[src/design/p2bp_pkg.sv]
// Shared types and constants for the power-of-two buffer pool.
package p2bp_pkg;

    localparam int SIZE_W     = 32;
    localparam int OP_W       = 2;
    localparam int STATUS_W   = 3;
    localparam int CLASS_W    = 5;
    localparam int LOG_W      = 6;
    localparam int APB_DATA_W = 32;
    localparam int APB_ADDR_W = 4;

    localparam int LOG2_CFG_W   = 4;
    localparam int ACTIVE_CFG_W = 5;
    localparam int DEPTH_CFG_W  = 7;

    // first class of each depth tier (half, quarter, eighth of base depth)
    localparam int TIER_HALF_FIRST    = 8;
    localparam int TIER_QUARTER_FIRST = 11;
    localparam int TIER_EIGHTH_FIRST  = 15;

    localparam logic [LOG2_CFG_W-1:0]   RST_SMALLEST_LOG2 = 4'd5;
    localparam logic [ACTIVE_CFG_W-1:0] RST_ACTIVE        = 5'd18;
    localparam logic [DEPTH_CFG_W-1:0]  RST_BASE_DEPTH    = 7'd64;

    typedef enum logic [OP_W-1:0] {
        OP_ALLOC  = 2'd0,
        OP_FREE   = 2'd1,
        OP_RESIZE = 2'd2
    } op_t;

    typedef enum logic [STATUS_W-1:0] {
        ST_FROM_POOL  = 3'd0,
        ST_NEED_FRESH = 3'd1,
        ST_IN_PLACE   = 3'd2,
        ST_PUSHED     = 3'd3,
        ST_RELEASE    = 3'd4
    } status_t;

    typedef enum logic [1:0] {
        REG_SMALLEST_LOG2 = 2'd0,
        REG_ACTIVE        = 2'd1,
        REG_BASE_DEPTH    = 2'd2
    } reg_idx_t;

    typedef enum logic [2:0] {
        S_IDLE,
        S_FIND,
        S_POP,
        S_PUSH,
        S_OUT
    } state_t;

    typedef struct packed {
        logic [LOG2_CFG_W-1:0]   smallest_log2;
        logic [ACTIVE_CFG_W-1:0] active;
        logic [DEPTH_CFG_W-1:0]  base_depth;
    } cfg_t;

    typedef struct packed {
        logic load;
        logic find;
        logic pop;
        logic push;
        logic out_load;
    } cmd_t;

    typedef struct packed {
        op_t  op;
        logic in_place;
        logic out_busy;
    } sts_t;

endpackage

[src/design/p2bp_ctrl.sv]
// Sequencer: steps one request through class lookup, pop, push and result.
module p2bp_ctrl (
    input  logic                       clk,
    input  logic                       rst_n,
    input  logic                       in_valid,
    input  logic [p2bp_pkg::OP_W-1:0]  in_op,
    output logic                       in_ready,
    input  p2bp_pkg::sts_t             sts,
    output p2bp_pkg::cmd_t             cmd
);

    p2bp_pkg::state_t state_reg;
    p2bp_pkg::state_t state_next;
    logic             op_known;

    assign op_known = in_op inside {p2bp_pkg::OP_ALLOC, p2bp_pkg::OP_FREE,
                                    p2bp_pkg::OP_RESIZE};

    always_ff @(posedge clk or negedge rst_n)
    begin
        if (!rst_n)
        begin
            state_reg <= p2bp_pkg::S_IDLE;
        end
        else
        begin
            state_reg <= state_next;
        end
    end

    always_comb
    begin
        state_next = state_reg;
        cmd        = '0;
        in_ready   = 1'b0;
        case (state_reg)
            p2bp_pkg::S_IDLE:
            begin
                in_ready = 1'b1;
                // unknown opcodes are taken and dropped
                if (in_valid && op_known)
                begin
                    cmd.load   = 1'b1;
                    state_next = p2bp_pkg::S_FIND;
                end
            end
            p2bp_pkg::S_FIND:
            begin
                cmd.find = 1'b1;
                if (sts.op == p2bp_pkg::OP_FREE)
                begin
                    state_next = p2bp_pkg::S_PUSH;
                end
                else if (sts.op == p2bp_pkg::OP_RESIZE && sts.in_place)
                begin
                    state_next = p2bp_pkg::S_OUT;
                end
                else
                begin
                    state_next = p2bp_pkg::S_POP;
                end
            end
            p2bp_pkg::S_POP:
            begin
                cmd.pop = 1'b1;
                // a moving resize returns the old buffer after the pop
                state_next = (sts.op == p2bp_pkg::OP_RESIZE) ? p2bp_pkg::S_PUSH
                                                               : p2bp_pkg::S_OUT;
            end
            p2bp_pkg::S_PUSH:
            begin
                cmd.push   = 1'b1;
                state_next = p2bp_pkg::S_OUT;
            end
            p2bp_pkg::S_OUT:
            begin
                if (!sts.out_busy)
                begin
                    cmd.out_load = 1'b1;
                    state_next   = p2bp_pkg::S_IDLE;
                end
            end
            default:
            begin
                state_next = p2bp_pkg::S_IDLE;
            end
        endcase
    end

endmodule

[config.mk]
export PLATFORM = sky130hd
export DESIGN_NAME = p2bp_ctrl
export DESIGN_NICKNAME = d
export VERILOG_FILES = /design/src/design/p2bp_pkg.sv /design/src/design/p2bp_ctrl.sv
export SDC_FILE = /design/constraint.sdc
export NUM_CORES = 1
export LEC_CHECK = 0
export ABC_CLOCK_PERIOD_IN_PS = 1300
export BUFFER_PORTS_ARGS = -buffer_cell sky130_fd_sc_hd__buf_2
export CORE_AREA = 2 2 39 41
export DETAILED_ROUTE_END_ITERATION = 7
export DIE_AREA = 0 0 41 43
export PLACE_DENSITY = 0.39
export SYNTH_ARGS = -nofsm -noshare
export SYNTH_HDL_FRONTEND = slang
export SYNTH_SLANG_ARGS = --single-unit
[constraint.sdc]
create_clock -name clk -period 1.3 [get_ports clk]
set_clock_uncertainty 0.05 [all_clocks]
set_input_delay 0 -clock clk [delete_from_list [all_inputs] [get_ports clk]]
set_output_delay 0 -clock clk [all_outputs]
set_load 0.005 [all_outputs]
Word level (Yosys, flattened, before mapping)
Index checks and enable logic that the tools add are counted.
Storage, ports and cells
  memories: 0
  memory bits (read-only): 0
  bits in latches: 0
  input bits: 9
  bits in writable memories: 0
  flip-flop bits (word level): 3
  output and inout port bits: 6
  logic and storage cells: 31
Cells by class
  $mul: 0
  div/mod/pow operators: 0
  $add $sub $neg: 0
  $lt $le $gt $ge: 0
  muxes and demuxes: 14
  reduce and logical (&&, ||, !) cells: 6
  bitwise logic cells: 0
  eq/ne operators: 10
  shift operators: 0
Operators with widths (number)
  $mux W3: 5
  $pmux W3 S5: 1
  $mux W1: 8
  $eq A3 B2 Y1 const B: 2
  $eq A2 B1 Y1 const B: 2
  $eq A2 B2 Y1 const B: 2
  $ne A2 B2 Y1 const B: 2
  $eq A3 B1 Y1 const B: 1
  $eq A3 B3 Y1 const B: 1
  $logic_not A3 Y1: 1
  $reduce_bool A3 Y1: 1
  $logic_and A1 B1 Y1: 2
  $logic_not A2 Y1: 1
  $reduce_and A2 Y1: 1

Longest topological paths before layout
  word-level depth: 5
  depth in mapped cells: 3
  gate-level depth less buffers: 3

Least setup slack after synthesis
OpenSTA, ideal clock, no wires.
  kind: register -> register
  start point: reg state_reg[0]
  end point: reg state_reg[2]
  data arrival time: 0.972 ns
  path buffers: 0
  required time: 1.127 ns
  setup slack: 0.155 ns
  stages on the path, launching flop included: 4
  path through: dfrtp_1 or3b_1 a2bb2oi_1 o21ai_1
Between the ends
  word-level cells in the longest chain between the ends: 3
Ends and longest elaborated chain
  start, declared: RTL line p2bp_ctrl.sv:12  | p2bp_pkg::state_t state_reg;
  start signal, assigned: RTL line p2bp_ctrl.sv:23  | state_reg <= p2bp_pkg::S_IDLE;
  start signal, assigned: RTL line p2bp_ctrl.sv:27  | state_reg <= state_next;
  $eq A3 B3 Y1 or $logic_not A3 Y1 (tied branches): RTL line p2bp_ctrl.sv:36  | case (state_reg)
  $ne A2 B2 Y1 (no line)
  $reduce_and A2 Y1 (no line)
Parallel ways exist; a longest one is shown, timed or not.
A chain may end at the register's enable or synchronous reset.

Worst setup path in the final report
Same ends and word-level chain as after synthesis.

==> results.toml <==
[grt]
grt_pass1_vias = 200
grt_overflow_total = 0
grt_max_degree = 10
antenna_found_initial = 0
grt_pass1_wl_um = 786
grt_usage_pct = 7.44

[layout]
largest_reg_flops = 3
nNetsFinal = 57
area_growth_pct = 70.0
fin_cells = 63
antenna_cells = 0
layout_common_cells = "buf_2, clkbuf_4, dlygate4sd3_1, dfrtp_1"
mostFrequentLayoutCell = "buf_2"
post-route-util_pct = 26.1
drive_gt1_share_pct = 42.6

[placement]
dp.cells = 56
gp_routability_congestion = 0.720
port_buffers = 14
place_worst_setup_slack_ps = 98.1

[floorplanning]
start_util_pct = 15.4
fp.dieH_um = 43
rows = 14
ioPinCount = 15
die-area_um2 = 1760
die_w_um = 41
core_um2 = 1380

[route]
wl_per_cell_um = 9.65
ant_nets = 0
via_per_inst = 4.11
vias = 259
drcViolationCount = 0
dr.pass1.iters = 2
wirelength_um = 608
drt_iter0_drc = 1

[worst_setup_path]
crit_fanout = 7
cp.required_ps = 1370
critPathCaptureType = "flop"
cp.arrival_ps = 1310
start_kind = "flop"
rrSetupSlack_ps = 60
crit_type = "flop to flop"
r2r-end = "state_reg[2]"
ff2ff_path_depth = 3
regToRegStartpoint = "state_reg[0]"

[clock_tree]
clock-sinks = 3
h-tree-depth = 1
clk_latency_ps = 240
ctsLongestPathBuffers = 2
cts_tree = "built"
clk_pin_slew_worst_paths_ps = 40
cts_buffers = 3
cts_root_buffer = "clkbuf_4"

[power]
p_leak_nw = 0.180
powerDensity_nw_per_um2 = 1760
ir_drop_mv = 0.459

[logic_synthesis]
ys_types = 17
yosysSeqAreaShare_pct = 35.3
synth_edf_count = 0
syn-cell-area_um2 = 213
syn_area_per_cell_um2 = 7.88
async_flop_share_pct = 100
ys_seq_elements = 3
synthCells = 27
yosysWarningCount = 0
synth.net_count = 36
synth_ff_type = "dfrtp_1"

[timing]
setup_viol_count_final = 0
fin_setup_tns_ps = 0
relSlewSlack_pct = 79.7
slew_violations = 0
finalHoldViolations = 0
fmax_mhz = 805
fin_crit_sh_pct = 95.5
worstMarginPinSlew_ps = 304
fin_crit_ps = 1240
worst_slack_ps = 58.1

[hold_path]
min_to = "state_reg[0]"
hold_path.class = "input port to flop"
hold_depth = 4
holdCritStartpoint = "in_op[1]"

[flow_run]
drv_cap = 0

[run_status]
status = "finished, final reports clean"
-- cell families after synthesis --
logic type	Yosys count	synth area share [%]
AOI/OAI and AO/OA	5	14.1
buffers and inverters	3	5.88
DFF	3	35.3
and+or+nand+nor	16	44.7
-- power by group --
group / switching (mW) / internal, mW / total (mW)
Sequential: 0.0759 / 0.128 / 0.204
Clock: 0.0548 / 0.115 / 0.170
Combinational: 0.116 / 0.145 / 0.261
Total: 0.247 / 0.389 / 0.636
-- routing by layer --
metal  part of all wire, %  vias up  routed length [um]  track usage (%)
met2                    37       17                 222             7.50
li1                      -      135                   -                -
met1                    50      104                 301             9.35
met4                   3.6        0                  22             12.0
met5                     0        -                   0                0
met3                    10        3                  61             1.57
-- critical path, cell delays in order, from the launching register on --
cell and delay [ps]:
dfrtp_1 440, or3b_1 400, a2bb2oi_1 160, o21ai_1 70
-- final cells by class --
cell class / instances / area, um^2
multi-input cells: 21 / 133
fillers: 156 / 1020
well taps: 16 / 20.0
clock buffers: 4 / 26.3
flip-flops and latches: 3 / 75.1
repair buffers: 17 / 100
inverters: 2 / 7.51
-- through the flow --
step                power, mW  hold slack (ps)  instance area (um^2)
detailed placement      0.444             -250                   298
global route            0.702             46.4                   362
CTS                     0.624             24.2                   354
floorplan               0.340             -346                   213
global placement        0.449             -249                   298
finish                  0.636             20.4                   362
-- worst max-delay path by stage --
stage | startpoint | endpoint | slack (ps)
after floorplan | state_reg[0] | state_reg[2] | 150
after global placement | state_reg[0] | state_reg[2] | 110
after detailed placement | state_reg[0] | state_reg[2] | 100
after CTS | state_reg[1] | cmd[4] | 30
after global routing | state_reg[1] | cmd[4] | -30
final | state_reg[0] | state_reg[2] | 60
-- cells in the mapped netlist (all sizes together), types with 2 or more instances --
cell type | instances | area share [%]
nand2 | 2 | 3.5
dfrtp | 3 | 35
nor3b | 2 | 7.1
nor3 | 2 | 4.7
inv | 2 | 3.5
nand3 | 2 | 4.7
nor2 | 3 | 5.3
a21oi | 2 | 4.7
-- timing repair --
action                                 in CTS  in global routing
setup endpoints to repair                   0                  2
endpoints found under the hold margin       5                  0
buffers inserted                            0                  0
hold buffers                                3                  0
gates resized for setup                     0                  2
Note: power is estimated with default switching activity, not from simulation.
