$ cat config.mk
export PLATFORM = sky130hd
export DESIGN_NAME = p2bp_regs
export DESIGN_NICKNAME = d
export VERILOG_FILES = /design/src/design/p2bp_pkg.sv /design/src/design/p2bp_regs.sv
export SDC_FILE = /design/constraint.sdc
export NUM_CORES = 1
export LEC_CHECK = 0
export BUFFER_PORTS_ARGS = -buffer_cell sky130_fd_sc_hd__buf_2
export CAP_MARGIN = 20
export CORE_UTILIZATION = 36
export CTS_CLUSTER_SIZE = 10
export DETAILED_ROUTE_END_ITERATION = 8
export HOLD_SLACK_MARGIN = 0.03
export PLACE_DENSITY = 0.86
export SYNTH_ARGS = -nofsm -noshare
export SYNTH_HDL_FRONTEND = slang
export SYNTH_SLANG_ARGS = --single-unit
$ cat constraint.sdc
create_clock -name clk -period 0.84 [get_ports clk]
set_input_delay 0 -clock clk [delete_from_list [all_inputs] [get_ports clk]]
set_output_delay 0 -clock clk [all_outputs]
set_load 0.01 [all_outputs]
$ cat src/design/p2bp_pkg.sv
// Shared types and constants for the power-of-two buffer pool.
package p2bp_pkg;

    localparam int SIZE_W     = 32;
    localparam int OP_W       = 2;
    localparam int STATUS_W   = 3;
    localparam int CLASS_W    = 5;
    localparam int LOG_W      = 6;
    localparam int APB_DATA_W = 32;
    localparam int APB_ADDR_W = 4;

    localparam int LOG2_CFG_W   = 4;
    localparam int ACTIVE_CFG_W = 5;
    localparam int DEPTH_CFG_W  = 7;

    // first class of each depth tier (half, quarter, eighth of base depth)
    localparam int TIER_HALF_FIRST    = 8;
    localparam int TIER_QUARTER_FIRST = 11;
    localparam int TIER_EIGHTH_FIRST  = 15;

    localparam logic [LOG2_CFG_W-1:0]   RST_SMALLEST_LOG2 = 4'd5;
    localparam logic [ACTIVE_CFG_W-1:0] RST_ACTIVE        = 5'd18;
    localparam logic [DEPTH_CFG_W-1:0]  RST_BASE_DEPTH    = 7'd64;

    typedef enum logic [OP_W-1:0] {
        OP_ALLOC  = 2'd0,
        OP_FREE   = 2'd1,
        OP_RESIZE = 2'd2
    } op_t;

    typedef enum logic [STATUS_W-1:0] {
        ST_FROM_POOL  = 3'd0,
        ST_NEED_FRESH = 3'd1,
        ST_IN_PLACE   = 3'd2,
        ST_PUSHED     = 3'd3,
        ST_RELEASE    = 3'd4
    } status_t;

    typedef enum logic [1:0] {
        REG_SMALLEST_LOG2 = 2'd0,
        REG_ACTIVE        = 2'd1,
        REG_BASE_DEPTH    = 2'd2
    } reg_idx_t;

    typedef enum logic [2:0] {
        S_IDLE,
        S_FIND,
        S_POP,
        S_PUSH,
        S_OUT
    } state_t;

    typedef struct packed {
        logic [LOG2_CFG_W-1:0]   smallest_log2;
        logic [ACTIVE_CFG_W-1:0] active;
        logic [DEPTH_CFG_W-1:0]  base_depth;
    } cfg_t;

    typedef struct packed {
        logic load;
        logic find;
        logic pop;
        logic push;
        logic out_load;
    } cmd_t;

    typedef struct packed {
        op_t  op;
        logic in_place;
        logic out_busy;
    } sts_t;

endpackage

$ cat src/design/p2bp_regs.sv
// APB configuration registers of the buffer pool.
module p2bp_regs (
    input  logic                                clk,
    input  logic                                rst_n,
    input  logic                                psel,
    input  logic                                penable,
    input  logic                                pwrite,
    input  logic [p2bp_pkg::APB_ADDR_W-1:0]     paddr,
    input  logic [p2bp_pkg::APB_DATA_W-1:0]     pwdata,
    output logic [p2bp_pkg::APB_DATA_W-1:0]     prdata,
    output logic                                pready,
    output p2bp_pkg::cfg_t                      cfg
);

    logic [p2bp_pkg::LOG2_CFG_W-1:0]   smallest_reg;
    logic [p2bp_pkg::ACTIVE_CFG_W-1:0] active_reg;
    logic [p2bp_pkg::DEPTH_CFG_W-1:0]  base_reg;
    p2bp_pkg::reg_idx_t                idx;
    logic                              wr;

    assign idx    = p2bp_pkg::reg_idx_t'(paddr[p2bp_pkg::APB_ADDR_W-1:2]);
    assign wr     = psel && penable && pwrite;
    assign pready = 1'b1;

    always_ff @(posedge clk or negedge rst_n)
    begin
        if (!rst_n)
        begin
            smallest_reg <= p2bp_pkg::RST_SMALLEST_LOG2;
            active_reg   <= p2bp_pkg::RST_ACTIVE;
            base_reg     <= p2bp_pkg::RST_BASE_DEPTH;
        end
        else if (wr)
        begin
            case (idx)
                p2bp_pkg::REG_SMALLEST_LOG2:
                    smallest_reg <= pwdata[p2bp_pkg::LOG2_CFG_W-1:0];
                p2bp_pkg::REG_ACTIVE:
                    active_reg <= pwdata[p2bp_pkg::ACTIVE_CFG_W-1:0];
                p2bp_pkg::REG_BASE_DEPTH:
                    base_reg <= pwdata[p2bp_pkg::DEPTH_CFG_W-1:0];
                default:
                    ;
            endcase
        end
    end

    always_comb
    begin
        case (idx)
            p2bp_pkg::REG_SMALLEST_LOG2: prdata = p2bp_pkg::APB_DATA_W'(smallest_reg);
            p2bp_pkg::REG_ACTIVE:        prdata = p2bp_pkg::APB_DATA_W'(active_reg);
            p2bp_pkg::REG_BASE_DEPTH:    prdata = p2bp_pkg::APB_DATA_W'(base_reg);
            default:                     prdata = '0;
        endcase
    end

    assign cfg.smallest_log2 = smallest_reg;
    assign cfg.active        = active_reg;
    assign cfg.base_depth    = base_reg;

endmodule

## Yosys cells after proc, flatten, opt, wreduce, memory -nomap -nowiden

Index checks and enable logic that the tools add are counted.

- Register bits: 16
- Output and inout port bits: 49

- Equality and inequality tests: 2
- Multiplexer cells: 1
- Reductions and logical operators: 6

Operators by type and width:

| kind | count |
|---|---|
| 7-bit case mux with 3 select lines | 1 |
| 2-bit AND reduction | 3 |
| 2-bit by 1-bit equality test with 1-bit output, second input constant | 1 |
| 2-bit equality test, second input constant | 1 |
| 1-bit logical AND | 2 |
| 2-bit logical NOT | 1 |

## Logic depth before layout (Yosys ltp)

- Word-level depth: 3
- Gate-level depth with buffers: 4
- Mapped depth without buffers: 3

## Worst setup path before layout

OpenSTA, ideal clock, no wires.

- Kind: in2reg
- Start: input paddr[3] in the netlist's numbering
- End: register active_reg[0] in the netlist's numbering
- Buffers on the path: 2
- Data required time: 715 ps
- Stages: 4
- Arrival: 915 ps
- Path slack: -201 ps
- Library setup time: 125 ps
- Cells stage by stage: buf_6 -> or3b_1 -> buf_6 -> mux2_4

- Cells in the longest elaborated chain, start to end: 2

RTL lines:

| what | RTL line | text |
|---|---|---|
| from (decl) | p2bp_regs.sv:8 | `input logic [p2bp_pkg::APB_ADDR_W-1:0] paddr,` |
| 2-bit by 1-bit equality test with 1-bit output | p2bp_regs.sv:35 | `case (idx)` |
| 2-bit AND reduction (no line) | - |  |
| to (signal assigned) | p2bp_regs.sv:30 | `active_reg <= p2bp_pkg::RST_ACTIVE;` |
| to (signal assigned) | p2bp_regs.sv:39 | `active_reg <= pwdata[p2bp_pkg::ACTIVE_CFG_W-1:0];` |
| to (decl) | p2bp_regs.sv:16 | `logic [p2bp_pkg::ACTIVE_CFG_W-1:0] active_reg;` |

No other way between the ends.
A chain may end at the register's enable or synchronous reset.

## Worst setup path in the final report

- Start: register smallest_reg[2] in the netlist's numbering
- End: output prdata[2] in the netlist's numbering

- Cells in the longest elaborated chain, start to end: 1

RTL lines:

| what | RTL line | text |
|---|---|---|
| from (decl) | p2bp_regs.sv:15 | `logic [p2bp_pkg::LOG2_CFG_W-1:0] smallest_reg;` |
| from (signal assigned) | p2bp_regs.sv:29 | `smallest_reg <= p2bp_pkg::RST_SMALLEST_LOG2;` |
| from (signal assigned) | p2bp_regs.sv:37 | `smallest_reg <= pwdata[p2bp_pkg::LOG2_CFG_W-1:0];` |
| 7-bit case mux with 3 select lines | p2bp_regs.sv:50 | `case (idx)` |
| to (decl) | p2bp_regs.sv:10 | `output logic [p2bp_pkg::APB_DATA_W-1:0] prdata,` |

No other way between the ends.

==> metrics.md <==
| Metric | Value |
|---|---|
| Dpl cell area | `around 1200 µm²` |
| Synth area leaders | `sky130_fd_sc_hd__dfrtp_1 (28%), sky130_fd_sc_hd__buf_4 (21%), sky130_fd_sc_hd__dfstp_2 (13%)` |
| Clk_skew | `0 ns` |
| Maximum clock rate | `0.849 GHz` |
| Number of detailed-routing iterations run before antenna repair | `2` |
| Routed length per instance | `11.8 µm` |
| Most numerous cell types in the synthesized netlist | `sky130_fd_sc_hd__buf_4 (27), sky130_fd_sc_hd__dfrtp_1 (11), sky130_fd_sc_hd__mux2_2 (11), sky130_fd_sc_hd__dfstp_2 (5), sky130_fd_sc_hd__mux2_4 (5)` |
| Most used DFF post-synth | `sky130_fd_sc_hd__dfrtp_1` |
| Routability congestion estimate from global placement | `around 0.75` |
| Num CTS Buffers | `3` |
| DP Cell Count | `approximately 160` |
| Iteration-0 DRC Markers | `2` |
| Share of the yosys chip area belonging to registers | `0.415` |
| Violations in the final reports | `negative setup slack` |
| R2R cell count | `3` |
| Site Rows | `18` |
| Total routing usage reported by global routing | `0.160` |
| Setup slack on the worst flop-to-flop path | `-0.19 ns` |
| Number of antenna violations at the first check in global routing | `0` |
| Share of synthesized registers carrying an async set or reset | `1.00` |
| Via density per instance | `4.23` |
| Switching share of total power | `0.306` |
| Minimum clock period | `1.18 ns` |
| Floorplan die width | `54.2 µm` |
| Number of top-level pins | `90` |
| Largest area contributor in the netlist | `sky130_fd_sc_hd__dfrtp_1` |
| Post-Layout Inst Area | `1520 µm²` |
| Layout area overhead | `54.8%` |
| Post-synth top area share | `0.281` |
| Half-perimeter wire length after placement | `1.49 mm` |
| Final period util | `1.40` |
| Reg-to-reg critical path endpoint | `active_reg[3]$_DFFE_PN0P_` |
| Count of placed standard cells in the final layout, fillers left out | `roughly 180` |
| Combinational share of power | `0.461` |
| Total congestion overflow | `0` |
| Capturing element of the worst setup path | `prdata[2]` |
| Peak fanout along the critical path | `2` |
| Count of final max-slew check failures | `0` |
| Yosys Warn Count | `0` |
| Worst voltage drop across the vdd grid | `1440 µV` |
| Wire length of the first global-routing pass | `3.17 mm` |
| Via count of the first global-routing pass | `682` |
| Setup crit end kind | `primary output` |
| Power per unit of standard cell area | `1930 nW/µm²` |
| Max Cap Violations | `0` |
| Cell variety after synth | `18` |
| R2R Path Start | `active_reg[3]$_DFFE_PN0P_` |
| Leakage power summed over all cells | `0.000807 µW` |
| Total internal power | `2030 µW` |
| Largest net degree at the start of global routing | `17` |
| Register clock-pin slew on the reported worst setup and hold paths | `around 0.10 ns` |
| Top-count cell post-synth | `sky130_fd_sc_hd__buf_4` |
| Number of nets with antenna violations after routing | `0` |
| Sequential share of power | `0.389` |
| Smallest hold slack | `between 0.1 and 0.15 ns` |
| Launching element type of the critical path | `flop` |
| Setup CP Type | `reg2out` |
| Origin of the worst setup path | `smallest_reg[2]$_DFFE_PN1P_` |
| Clock H-tree levels | `1` |
| Layout cell share with drive strength beyond 1 | `0.592` |
| Net Sw Power | `895 µW` |
| Arrival time of the worst setup path | `roughly 1.2 ns` |
| Crit path setup slack, layout | `-0.338 ns` |
| RSZ-0062 raised after global routing | `true` |
| Vias | `769` |
| Post-synthesis register bit count | `16` |
| Share of the core filled with cells | `0.601` |
| Max Buffers Root-to-Sink | `2` |
| Number of hold violations in the final report | `0` |
| Number of synthesized flops with an enable pin | `0` |
| Full die area | `2930 µm²` |
| Initial Util | `0.388` |
| Final Setup Violations | `27` |
| Worst Path Required | `0.84 ns` |
| WL final | `about 2.1 mm` |
| # DRC | `0` |
| Number of buffers added on ports | `36` |
| CORE AREA | `2520 µm²` |
| Post-Syn Area per Cell | `between 10 and 15 µm²` |
| Classification of the worst-slack hold path | `in2async` |
| Fin nets | `194` |
| Setup TNS after final layout | `-3.68 ns` |
| Root Buffer | `sky130_fd_sc_hd__clkbuf_4` |
| Outcome | `finished with violations` |
| CTS tree | `built` |
| Number of flip-flops in the largest register | `7` |
| Die Height | `54.2 µm` |
| Number of antenna cells inserted | `0` |
| Total clock sinks | `16` |
| Clock latency on the worst-skew pair | `0.29 ns` |
| Mapped cell area | `about 980 µm²` |
| Power share of the clock group | `0.150` |
| Gate count of the mapped netlist | `84` |
==> layer usage <==
layer | share of wire | global-route usage | up-vias | wire (µm)
met2 | 0.49 | 0.276 | 51 | 1060
met5 | 0 | 0 | - | 0
li1 | - | - | 363 | -
met4 | 0.0079 | 0.0513 | 0 | 17
met3 | 0.078 | 0.0508 | 4 | 167
met1 | 0.42 | 0.184 | 351 | 897
==> power groups by stage <==
stage	Combinational (µW)	Sequential, µW	Clock (µW)
after floorplan	511	1210	0
after global placement	834	1140	0
after detailed placement	847	1140	0
after CTS	1220	1130	448
after global routing	1440	1160	463
final	1350	1140	438
==> metrics by stage <==
step                total power, µW  setup slack [ns]
floorplan                      1730            -0.175
global placement               1970            -0.306
detailed placement             1990            -0.345
CTS                            2800            -0.335
global route                   3070            -0.365
finish                         2920            -0.338
==> placed cells by master, fill, tap and decap left out, drive strengths merged, types with 2 or more instances in the layout <==
cell	instances
buf	61
conb	26
mux2	16
dfrtp	11
dlygate4sd3	8
dfstp	5
mux2i	4
nand2	4
o21ai	4
clkbuf	4
and2	2
==> final cells by class <==
type / instances / area (µm²)
multi-input cells: 63 / 497
well taps: 30 / 37.5
clock buffers: 4 / 26.3
repair buffers: 69 / 549
flip-flops and latches: 16 / 407
fillers: 215 / 1010
==> worst min path at each step <==
stage / from / to / slack (ns) / cells past startpoint
after floorplan: rst_n / active_reg[0]$_DFFE_PN0P_ / -0.30 / 0
after global placement: rst_n / smallest_reg[3]$_DFFE_PN0P_ / -0.08 / 1
after detailed placement: rst_n / base_reg[3]$_DFFE_PN0P_ / -0.07 / 1
after CTS: rst_n / base_reg[0]$_DFFE_PN0P_ / 0.14 / 2
after global routing: rst_n / smallest_reg[3]$_DFFE_PN0P_ / 0.17 / 2
final: rst_n / base_reg[3]$_DFFE_PN0P_ / 0.13 / 2
==> timing repair <==
action,4_1_cts,5_1_grt
gates resized for setup,17,12
hold endpoints to repair,32,0
setup endpoints to repair,25,35
cloned,0,0
pin swaps,0,1
setup buffers,10,6
hold buffers,8,0
==> logic make-up after synthesis <==
group,Yosys count,synth area share
buffers and inverters,29,0.230
muxes,20,0.244
DFF,16,0.415
and+or+nand+nor,12,0.0741
AOI/OAI and AO/OA,5,0.0294
other,2,0.00767
==> critical path: stages (launching register included) <==
cell                      delay [ns]
sky130_fd_sc_hd__dfstp_2        0.55
sky130_fd_sc_hd__mux2i_1        0.06
sky130_fd_sc_hd__o21ai_1        0.13
sky130_fd_sc_hd__buf_2          0.15
No activity file was read; power rests on OpenSTA's default activity.
